===== src/hdl/lds_pkg.sv =====
// shared constants and controller/datapath interface types for the diophantine solver
// no dependencies
`default_nettype none
package lds_pkg;
  localparam int FIELD_W      = 32;
  localparam int SOL_W        = 64;
  localparam int IN_WIDTH_DEF = 32;

  typedef struct packed {
    logic load;
    logic euc_init;
    logic fin_init;
    logic div_step;
    logic euc_update;
    logic out_load;
  } lds_cmd_t;

  typedef struct packed {
    logic u_zero;
    logic step_last;
  } lds_stat_t;
endpackage
`default_nettype wire


===== src/hdl/lds_ctrl.sv =====
// sequencer for the euclid loop, final division and output register handshake
// depends on lds_pkg
`default_nettype none
module lds_ctrl (
  input  wire logic              clk,
  input  wire logic              rst,
  input  wire logic              in_valid,
  output logic                   in_ready,
  output logic                   out_valid,
  input  wire logic              out_ready,
  output lds_pkg::lds_cmd_t      cmd,
  input  wire lds_pkg::lds_stat_t stat
);
  typedef enum logic [2:0] {S_IDLE, S_CHK, S_DIV, S_UPD, S_FIN, S_OUT} state_t;
  state_t state;
  logic   out_free;

  assign in_ready = (state == S_IDLE);
  assign out_free = !out_valid || out_ready;

  always_comb begin
    cmd = '0;
    case (state)
      S_IDLE: cmd.load = in_valid;
      S_CHK: begin
        cmd.euc_init = !stat.u_zero;
        cmd.fin_init = stat.u_zero;
      end
      S_DIV:   cmd.div_step = 1'b1;
      S_UPD:   cmd.euc_update = 1'b1;
      S_FIN:   cmd.div_step = 1'b1;
      S_OUT:   cmd.out_load = out_free;
      default: cmd = '0;
    endcase
  end

  always_ff @(posedge clk) begin
    if (rst) begin
      state     <= S_IDLE;
      out_valid <= 1'b0;
    end else begin
      if (state == S_OUT && out_free) out_valid <= 1'b1;
      else if (out_ready) out_valid <= 1'b0;
      case (state)
        S_IDLE: if (in_valid) state <= S_CHK;
        S_CHK:  state <= stat.u_zero ? S_FIN : S_DIV;
        S_DIV:  if (stat.step_last) state <= S_UPD;
        S_UPD:  state <= S_CHK;
        S_FIN:  if (stat.step_last) state <= S_OUT;
        S_OUT:  if (out_free) state <= S_IDLE;
        default: state <= S_IDLE;
      endcase
    end
  end
endmodule
`default_nettype wire


===== src/hdl/lds_dp.sv =====
// datapath: bit-serial divider with horner accumulators for bezout rows and scaling
// depends on lds_pkg
`default_nettype none
module lds_dp #(
  parameter int IN_WIDTH = lds_pkg::IN_WIDTH_DEF
) (
  input  wire logic                                clk,
  input  wire logic [lds_pkg::FIELD_W-1:0]         coef_a,
  input  wire logic [lds_pkg::FIELD_W-1:0]         coef_b,
  input  wire logic [lds_pkg::FIELD_W-1:0]         rhs_c,
  input  wire lds_pkg::lds_cmd_t                   cmd,
  output lds_pkg::lds_stat_t                       stat,
  output logic                                     solvable,
  output logic signed [lds_pkg::SOL_W-1:0]         sol_x,
  output logic signed [lds_pkg::SOL_W-1:0]         sol_y,
  output logic [lds_pkg::FIELD_W-1:0]              divisor_g
);
  localparam int W  = IN_WIDTH;
  localparam int CW = $clog2(W);
  localparam int SW = lds_pkg::SOL_W;

  logic [W-1:0]  u, v, cm, num, den, rem;
  logic [SW-1:0] r0x, r0y, r1x, r1y, tx, ty;
  logic [CW-1:0] cnt;
  logic          sa, sb, sc, cz, fin;

  logic [W-1:0]  a_s, b_s, c_s, shifted;
  logic          qbit, rem_zero, g_zero;
  logic [SW-1:0] mx, my;

  assign a_s      = coef_a[W-1:0];
  assign b_s      = coef_b[W-1:0];
  assign c_s      = rhs_c[W-1:0];
  assign shifted  = {rem[W-2:0], num[W-1]};
  assign qbit     = (shifted >= den);
  assign mx       = fin ? r1x : r0x;
  assign my       = fin ? r1y : r0y;
  assign rem_zero = (rem == '0);
  assign g_zero   = (v == '0);

  assign stat.u_zero    = (u == '0);
  assign stat.step_last = (cnt == '0);

  always_ff @(posedge clk) begin
    if (cmd.load) begin
      sa  <= a_s[W-1];
      sb  <= b_s[W-1];
      sc  <= c_s[W-1];
      u   <= a_s[W-1] ? (W'(0) - a_s) : a_s;
      v   <= b_s[W-1] ? (W'(0) - b_s) : b_s;
      cm  <= c_s[W-1] ? (W'(0) - c_s) : c_s;
      cz  <= (c_s == '0);
      r0x <= SW'(1);
      r0y <= '0;
      r1x <= '0;
      r1y <= SW'(1);
    end
    if (cmd.euc_init || cmd.fin_init) begin
      fin <= cmd.fin_init;
      num <= cmd.fin_init ? cm : v;
      den <= cmd.fin_init ? v : u;
      rem <= '0;
      tx  <= '0;
      ty  <= '0;
      cnt <= CW'(W - 1);
    end
    if (cmd.div_step) begin
      rem <= qbit ? (shifted - den) : shifted;
      num <= {num[W-2:0], 1'b0};
      tx  <= {tx[SW-2:0], 1'b0} + (qbit ? mx : '0);
      ty  <= {ty[SW-2:0], 1'b0} + (qbit ? my : '0);
      cnt <= cnt - 1'b1;
    end
    if (cmd.euc_update) begin
      u   <= rem;
      v   <= u;
      r0x <= r1x - tx;
      r0y <= r1y - ty;
      r1x <= r0x;
      r1y <= r0y;
    end
    if (cmd.out_load) begin
      divisor_g <= lds_pkg::FIELD_W'(v);
      if (g_zero || !rem_zero) begin
        solvable <= g_zero && cz;
        sol_x    <= '0;
        sol_y    <= '0;
      end else begin
        solvable <= 1'b1;
        sol_x    <= (sc ^ sa) ? (SW'(0) - tx) : tx;
        sol_y    <= (sc ^ sb) ? (SW'(0) - ty) : ty;
      end
    end
  end
endmodule
`default_nettype wire


===== src/hdl/linear_diophantine_solver.sv =====
// top level of the linear diophantine solver: sequencer plus datapath
// depends on lds_pkg, lds_ctrl, lds_dp
//
// usage: present coef_a, coef_b, rhs_c with in_valid; the request is taken when
// in_ready is high. one result (solvable, sol_x, sol_y, divisor_g) follows on
// out_valid/out_ready for every request, in order.
// a new request is taken once the result is in the output register and the
// sequencer is back in idle.
// each euclid step is one pass of the shared bit-serial divider (one quotient
// bit per cycle) whose horner accumulators update the bezout rows alongside;
// the final c/g division scales the coefficients the same way.
// one request at a time: in_ready is high only while the sequencer is idle.
// the result sits in an output register; while the receiver stalls a new
// request is still taken and computed, and is held before the output until
// the pending result has been taken.
// reset (rst, synchronous) returns the sequencer to idle and drops out_valid.
`default_nettype none
module linear_diophantine_solver #(
  parameter int IN_WIDTH = lds_pkg::IN_WIDTH_DEF
) (
  input  wire logic                        clk,
  input  wire logic                        rst,
  input  wire logic                        in_valid,
  output logic                             in_ready,
  input  wire logic [lds_pkg::FIELD_W-1:0] coef_a,
  input  wire logic [lds_pkg::FIELD_W-1:0] coef_b,
  input  wire logic [lds_pkg::FIELD_W-1:0] rhs_c,
  output logic                             out_valid,
  input  wire logic                        out_ready,
  output logic                             solvable,
  output logic signed [lds_pkg::SOL_W-1:0] sol_x,
  output logic signed [lds_pkg::SOL_W-1:0] sol_y,
  output logic [lds_pkg::FIELD_W-1:0]      divisor_g
);
  lds_pkg::lds_cmd_t  cmd;
  lds_pkg::lds_stat_t stat;

  lds_ctrl u_ctrl (
    .clk       (clk),
    .rst       (rst),
    .in_valid  (in_valid),
    .in_ready  (in_ready),
    .out_valid (out_valid),
    .out_ready (out_ready),
    .cmd       (cmd),
    .stat      (stat)
  );

  lds_dp #(.IN_WIDTH(IN_WIDTH)) u_dp (
    .clk       (clk),
    .coef_a    (coef_a),
    .coef_b    (coef_b),
    .rhs_c     (rhs_c),
    .cmd       (cmd),
    .stat      (stat),
    .solvable  (solvable),
    .sol_x     (sol_x),
    .sol_y     (sol_y),
    .divisor_g (divisor_g)
  );
endmodule
`default_nettype wire

===== config.mk =====
export PLATFORM = sky130hd
export DESIGN_NAME = linear_diophantine_solver
export DESIGN_NICKNAME = d
export VERILOG_FILES = /design/src/hdl/lds_pkg.sv /design/src/hdl/lds_ctrl.sv /design/src/hdl/lds_dp.sv /design/src/hdl/linear_diophantine_solver.sv
export SDC_FILE = /design/constraint.sdc
export NUM_CORES = 2
export LEC_CHECK = 0
export BUFFER_PORTS_ARGS = -buffer_cell sky130_fd_sc_hd__buf_2
export CORE_MARGIN = 4
export CORE_UTILIZATION = 60
export DETAILED_ROUTE_END_ITERATION = 10
export PLACE_DENSITY = 0.74
export REMOVE_ABC_BUFFERS = 1
export SYNTH_ARGS = -nofsm -noshare
export SYNTH_HDL_FRONTEND = slang
export SYNTH_SLANG_ARGS = --single-unit

===== constraint.sdc =====
create_clock -name clk -period 20.9 [get_ports clk]
set_clock_uncertainty 0.2 [all_clocks]
set_input_delay 2.09 -clock clk [delete_from_list [all_inputs] [get_ports clk]]
set_output_delay 2.09 -clock clk [all_outputs]
set_load 0.02 [all_outputs]

# Yosys cells after proc, flatten, opt, wreduce, memory -nomap -nowiden
# Index checks and enable logic that the tools add are counted.
word_totals:
  output_inout_bits: 163
  ff_bits: 751
  wordCells: 112
  input_bits: 100
op_classes:
  bitwise: 2
  muxes: 44
  n_reduce_logical: 19
  add_sub_neg: 11
  magnitude_cmp: 1
  n_eq_ne: 9
op_table:
  columns: ["operator", "count"]
  rows:
  - ["$mux W64", 15]
  - ["$mux W32", 13]
  - ["$add A64 B64 Y64", 2]
  - ["$logic_not A32 Y1", 4]
  - ["$sub A1 B64 Y64 const A", 2]
  - ["$sub A64 B64 Y64", 2]
  - ["$sub A1 B32 Y32 const A", 3]
  - ["$ge A32 B32 Y1", 1]
  - ["$sub A32 B32 Y32", 1]
  - ["$mux W31", 1]
  - ["$pmux W3 S6", 1]
  - ["$mux W3", 5]
  - ["$mux W5", 2]
  - ["$eq A3 B2 Y1 const B", 2]
  - ["$eq A3 B3 Y1 const B", 2]
  - ["$mux W1", 6]
  - ["$ne A2 B2 Y1 const B", 3]
  - ["$reduce_bool A2 Y1", 3]
  - ["$logic_not A5 Y1", 1]
  - ["$sub A5 B1 Y5 const B", 1]
  - ["$reduce_and A4 Y1", 1]
  - ["$eq A3 B1 Y1 const B", 1]
  - ["$logic_not A1 Y1", 3]
  - ["$logic_not A3 Y1", 1]
  - ["6 further kinds", 10]

# Depth between registers and ports, before layout
depth:
  ltp_word: 6
  mapped_depth: 26
  ltp_nobuf: 24

# Cells and area by module
# Synthesis repeated with hierarchy kept, for this count alone.
hier_totals:
  cells_unflattened: 5190
  area_unflattened_um2: 50300.7
by_module_without_submodules:
  columns: ["module", "seq_area_each_um2", "cells_per_inst", "instances", "area_each_um2"]
  rows:
  - ["lds_dp", 22421.5, 5154, 1, 49980.4]
  - ["lds_ctrl", 80.1, 36, 1, 320.3]

# Least setup slack after synthesis
# OpenSTA, ideal clock, no wires.
synth_path:
  kind: "input -> register"
  from: "input port out_ready"
  to: "register u_dp.divisor_g[0] (netlist bit) (enable)"
  slack_ns: 11.209
  path_buffers: 0
  cell_stages: 2
  arrival_time_ns: 8.807
  required_ns: 20.016
  path_cell_list: "nor2b_1 > nor2_1"
synth_lines:
  columns: ["item", "line", "rtl"]
  rows:
  - ["from (decl)", "linear_diophantine_solver.sv:29", "input wire logic out_ready,"]
  - ["to (signal assigned)", "lds_dp.sv:83", "divisor_g <= lds_pkg::FIELD_W'(v);"]
  - ["to (decl)", "lds_dp.sv:16", "output logic [lds_pkg::FIELD_W-1:0] divisor_g"]

# Final worst setup path
layout_path:
  from: "register u_dp.rem[1]"
  to: "register u_dp.tx[49] (data pin)"
layout_between:
  elab_chain_cells: 4
layout_lines:
  columns: ["item", "line", "rtl"]
  rows:
  - ["from (decl)", "lds_dp.sv:22", "logic [W-1:0] u, v, cm, num, den, rem;"]
  - ["from (signal assigned)", "lds_dp.sv:68", "rem <= qbit ? (shifted - den) : shifted;"]
  - ["$ge A32 B32 Y1", "lds_dp.sv:35", "assign qbit = (shifted >= den);"]
  - ["$mux W64", "lds_dp.sv:70", "tx <= {tx[SW-2:0], 1'b0} + (qbit ? mx : '0);"]
  - ["$add A64 B64 Y64", "lds_dp.sv:70", null]
  - ["$mux W64", "lds_dp.sv:67", "if (cmd.div_step) begin"]
  - ["to (signal assigned)", "lds_dp.sv:70", null]
  - ["to (decl)", "lds_dp.sv:23", "logic [SW-1:0] r0x, r0y, r1x, r1y, tx, ty;"]
# No other way between the ends.
# A chain may end at the register's enable or synchronous reset.

==> metrics.csv <==
stage;metric;value;unit
status;status;finished, final reports clean;
placed_design;dp_hpwl;101;mm
placed_design;place_congestion;0.964;
route;wl_per_cell;21.8;um
final_layout;layout.cells.non_filler;6510;
setup_path;cp.arrival;8920;ps
route;detailedRoute.firstIterationViolations;3866;
final_layout;final_common_cell;edfxtp_1;
yosys;syn_area_per_cell;9.62;um^2
route;wl_met1;60.5;mm
timing;slew_headroom;20.1;%
setup_path;cp_max_fo;151;
setup_path;required;21090;ps
yosys;dominantRegCellSynth;edfxtp_1;
timing;fmax;0.114;GHz
clock_tree;cts_resized;0;
global_route;antenna_found_initial;14;
route;wl_met2;67.0;mm
route;firstDrtPassIters;5;
clock_tree;clock-sinks;751;
yosys;yosysUniqueCellTypes;76;
min_path;hold_start;u_dp.num[0];
yosys;ys_warn_count;0;
yosys;synth_edf_count;746;
min_path;min_to;u_dp.num[0];
clock_tree;clk_path_buf_depth;3;
timing;final-setup-viol-count;0;
timing;finalSetupTns;0;ps
final_layout;syn2layout_area_growth;9.80;%
placed_design;pre_cts_ws;12240;ps
route;highest_layer;met5;
clock_tree;clk_pin_slew;60;ps
pwr;p_leak;21.9;nW
yosys;synth_area;0.0503;mm^2
clock_tree;cts_made_buffers;86;
setup_path;setup.worst_path.end_class;flip-flop;
clock_tree;root_buffer;clkbuf_16;
route;via_per_inst;6.31;
setup_path;crit_type;reg2reg;
floorplanning;chipHeight;297;um
timing;finalCritPeriodShare;41.8;%
placed_design;portBuffers;262;
clock_tree;cts_tree;built;
final_layout;final_cell_mix;edfxtp_1, nor2_1, nand2_1;
timing;min_period;8730;ps
route;wl;142;mm
floorplanning;initial_utilization;60.9;%
route;vias;41100;
global_route;groute.usage.overall;31.0;%
route;route.met3.wl;9.43;mm
timing;holdWs;286;ps
final_layout;drive_above_1_share;8.82;%
min_path;hold_depth;2;
job;drv_cap;0;
clock_tree;hold_buffers;0;
global_route;grt_pass1_wl;221;mm
clock_tree;cts_max_level;3;
global_route;grt_pass1_vias;40000;
min_path;hold_path.class;reg2reg;
floorplanning;rows;105;
floorplanning;coreArea;0.0825;mm^2
setup_path;r2r-end;u_dp.tx[49];
yosys;ys_ff_latch;751;
clock_tree;post_cts_buffers;0;
timing;max_slew.worst_pin.slew;1180;ps
setup_path;r2r_start;u_dp.rem[1];
clock_tree;insertion_delay;650;ps
floorplanning;fp.dieW;297;um
final_layout;final_area;0.0552;mm^2
final_layout;fin_nets;5749;
setup_path;ff2ff_setup_slack;12170;ps
timing;rsz0062_at_grt;no;
route;ant_nets;0;
timing;maxSlewViolCount;0;
timing;setup_ws;12170;ps
global_route;grt-ovfl-total;0;
timing;hold_violations;0;
route;drc;0;
placed_design;placedInstanceArea;0.0524;mm^2
yosys;async_flop_share;0;%
setup_path;reg2reg_depth;23;
yosys;ys_seq_area_share;44.8;%
floorplanning;die_area;0.0885;mm^2
pwr;ir_worst_vdd;0.0691;mV
global_route;grt_max_degree;180;
setup_path;cp-start-kind;flip-flop;
yosys;syn-instance-count;5225;
pwr;power_density;83.1;mW/mm^2
floorplanning;ios;263;
placed_design;dp.cells;6338;
==> final cells by class <==
cell class	instances	area [um^2]
multi-input cells	3987	26000
clock inverters	50	470
clock buffers	110	2310
inverters	238	893
fillers	6706	27300
diodes	12	30.0
well taps	1070	1340
flip-flops and latches	751	22500
repair buffers	292	1590
==> synthesized netlist by cell type, drive strengths merged (56+ instances only) <==
master | instances | share of area (%)
nor2 | 704 | 5.3
nand4 | 87 | 1.1
edfxtp | 746 | 45
nor3 | 91 | 0.91
xor2 | 172 | 3.0
and3 | 161 | 2.0
o21ai | 336 | 3.3
clkbuf | 236 | 1.8
a21oi | 351 | 3.5
mux2i | 173 | 3.4
nor4 | 56 | 0.70
nand3 | 75 | 0.75
ha | 288 | 7.2
o31ai | 61 | 0.91
nand2 | 367 | 2.7
a21o | 206 | 3.1
xnor2 | 289 | 5.0
inv | 238 | 1.8
==> flip-flops by register name, summed over array words and instances (netlist names), 3 cells and up <==
register / flops
u_dp.u: 32
u_dp.den: 32
u_dp.sol_y: 64
u_dp.tx: 64
u_dp.r1x: 64
u_dp.r0x: 64
u_dp.rem: 32
u_dp.divisor_g: 32
u_ctrl.state: 3
u_dp.r1y: 64
u_dp.sol_x: 64
u_dp.ty: 64
u_dp.cm: 32
u_dp.v: 32
u_dp.cnt: 5
u_dp.num: 32
u_dp.r0y: 64
==> layer usage <==
| metal | up-vias | track usage, % |
|---|---|---|
| met4 | 2 | 11.3 |
| met2 | 1567 | 51.1 |
| met5 | - | 0 |
| met3 | 314 | 3.85 |
| li1 | 19400 | - |
| met1 | 19800 | 42.5 |
==> logic make-up after synthesis <==
logic type / share of synthesized area [%]
multiplexers: 3.45
flip-flops: 44.8
adder cells (fa/ha/maj): 7.37
XOR/XNOR: 8.03
AO/OA/AOI/OAI: 16.2
AND/OR/NAND/NOR: 16.5
buffers and inverters: 3.65
==> metrics by stage <==
step                util [%]  power (mW)
floorplan                  -        2.77
global placement        63.5        3.05
detailed placement      63.5        3.06
CTS                     66.9        4.58
global route            66.9        4.79
finish                  66.9        4.59
==> how the worst max path moves through the flow <==
stage	cells past startpoint	end	slack [ps]	from
after floorplan	21	u_dp.tx[57]	8300	u_dp.rem[1]
after global placement	23	u_dp.tx[49]	12530	u_dp.rem[1]
after detailed placement	23	u_dp.tx[49]	12240	u_dp.rem[1]
after CTS	23	u_dp.tx[49]	12190	u_dp.rem[1]
after global routing	23	u_dp.tx[49]	11530	u_dp.rem[1]
final	23	u_dp.tx[49]	12170	u_dp.rem[1]
==> worst max-delay path: stages (launching register included) <==
cell and delay, ps:
edfxtp_1 440, ha_1 380, nor2b_1 160, o21a_1 180, o21a_1 190, o22a_1 210
a2111oi_0 970, nor2_1 310, o21ai_4 860, buf_12 630, nor2_1 120, ha_1 250
fa_1 430, a211oi_1 340, o21bai_1 160, a211oi_1 530, nor3_1 140, nor3_1 390
o221a_2 280, o21ai_0 190, a31oi_1 510, o21ai_0 200, xor2_1 170, and2_1 160
==> power by group <==
part	switching (mW)	internal (mW)
Clock	0.640	0.883
Sequential	0.0940	1.79
Combinational	0.742	0.434
Note: power is estimated with default switching activity, not from simulation.
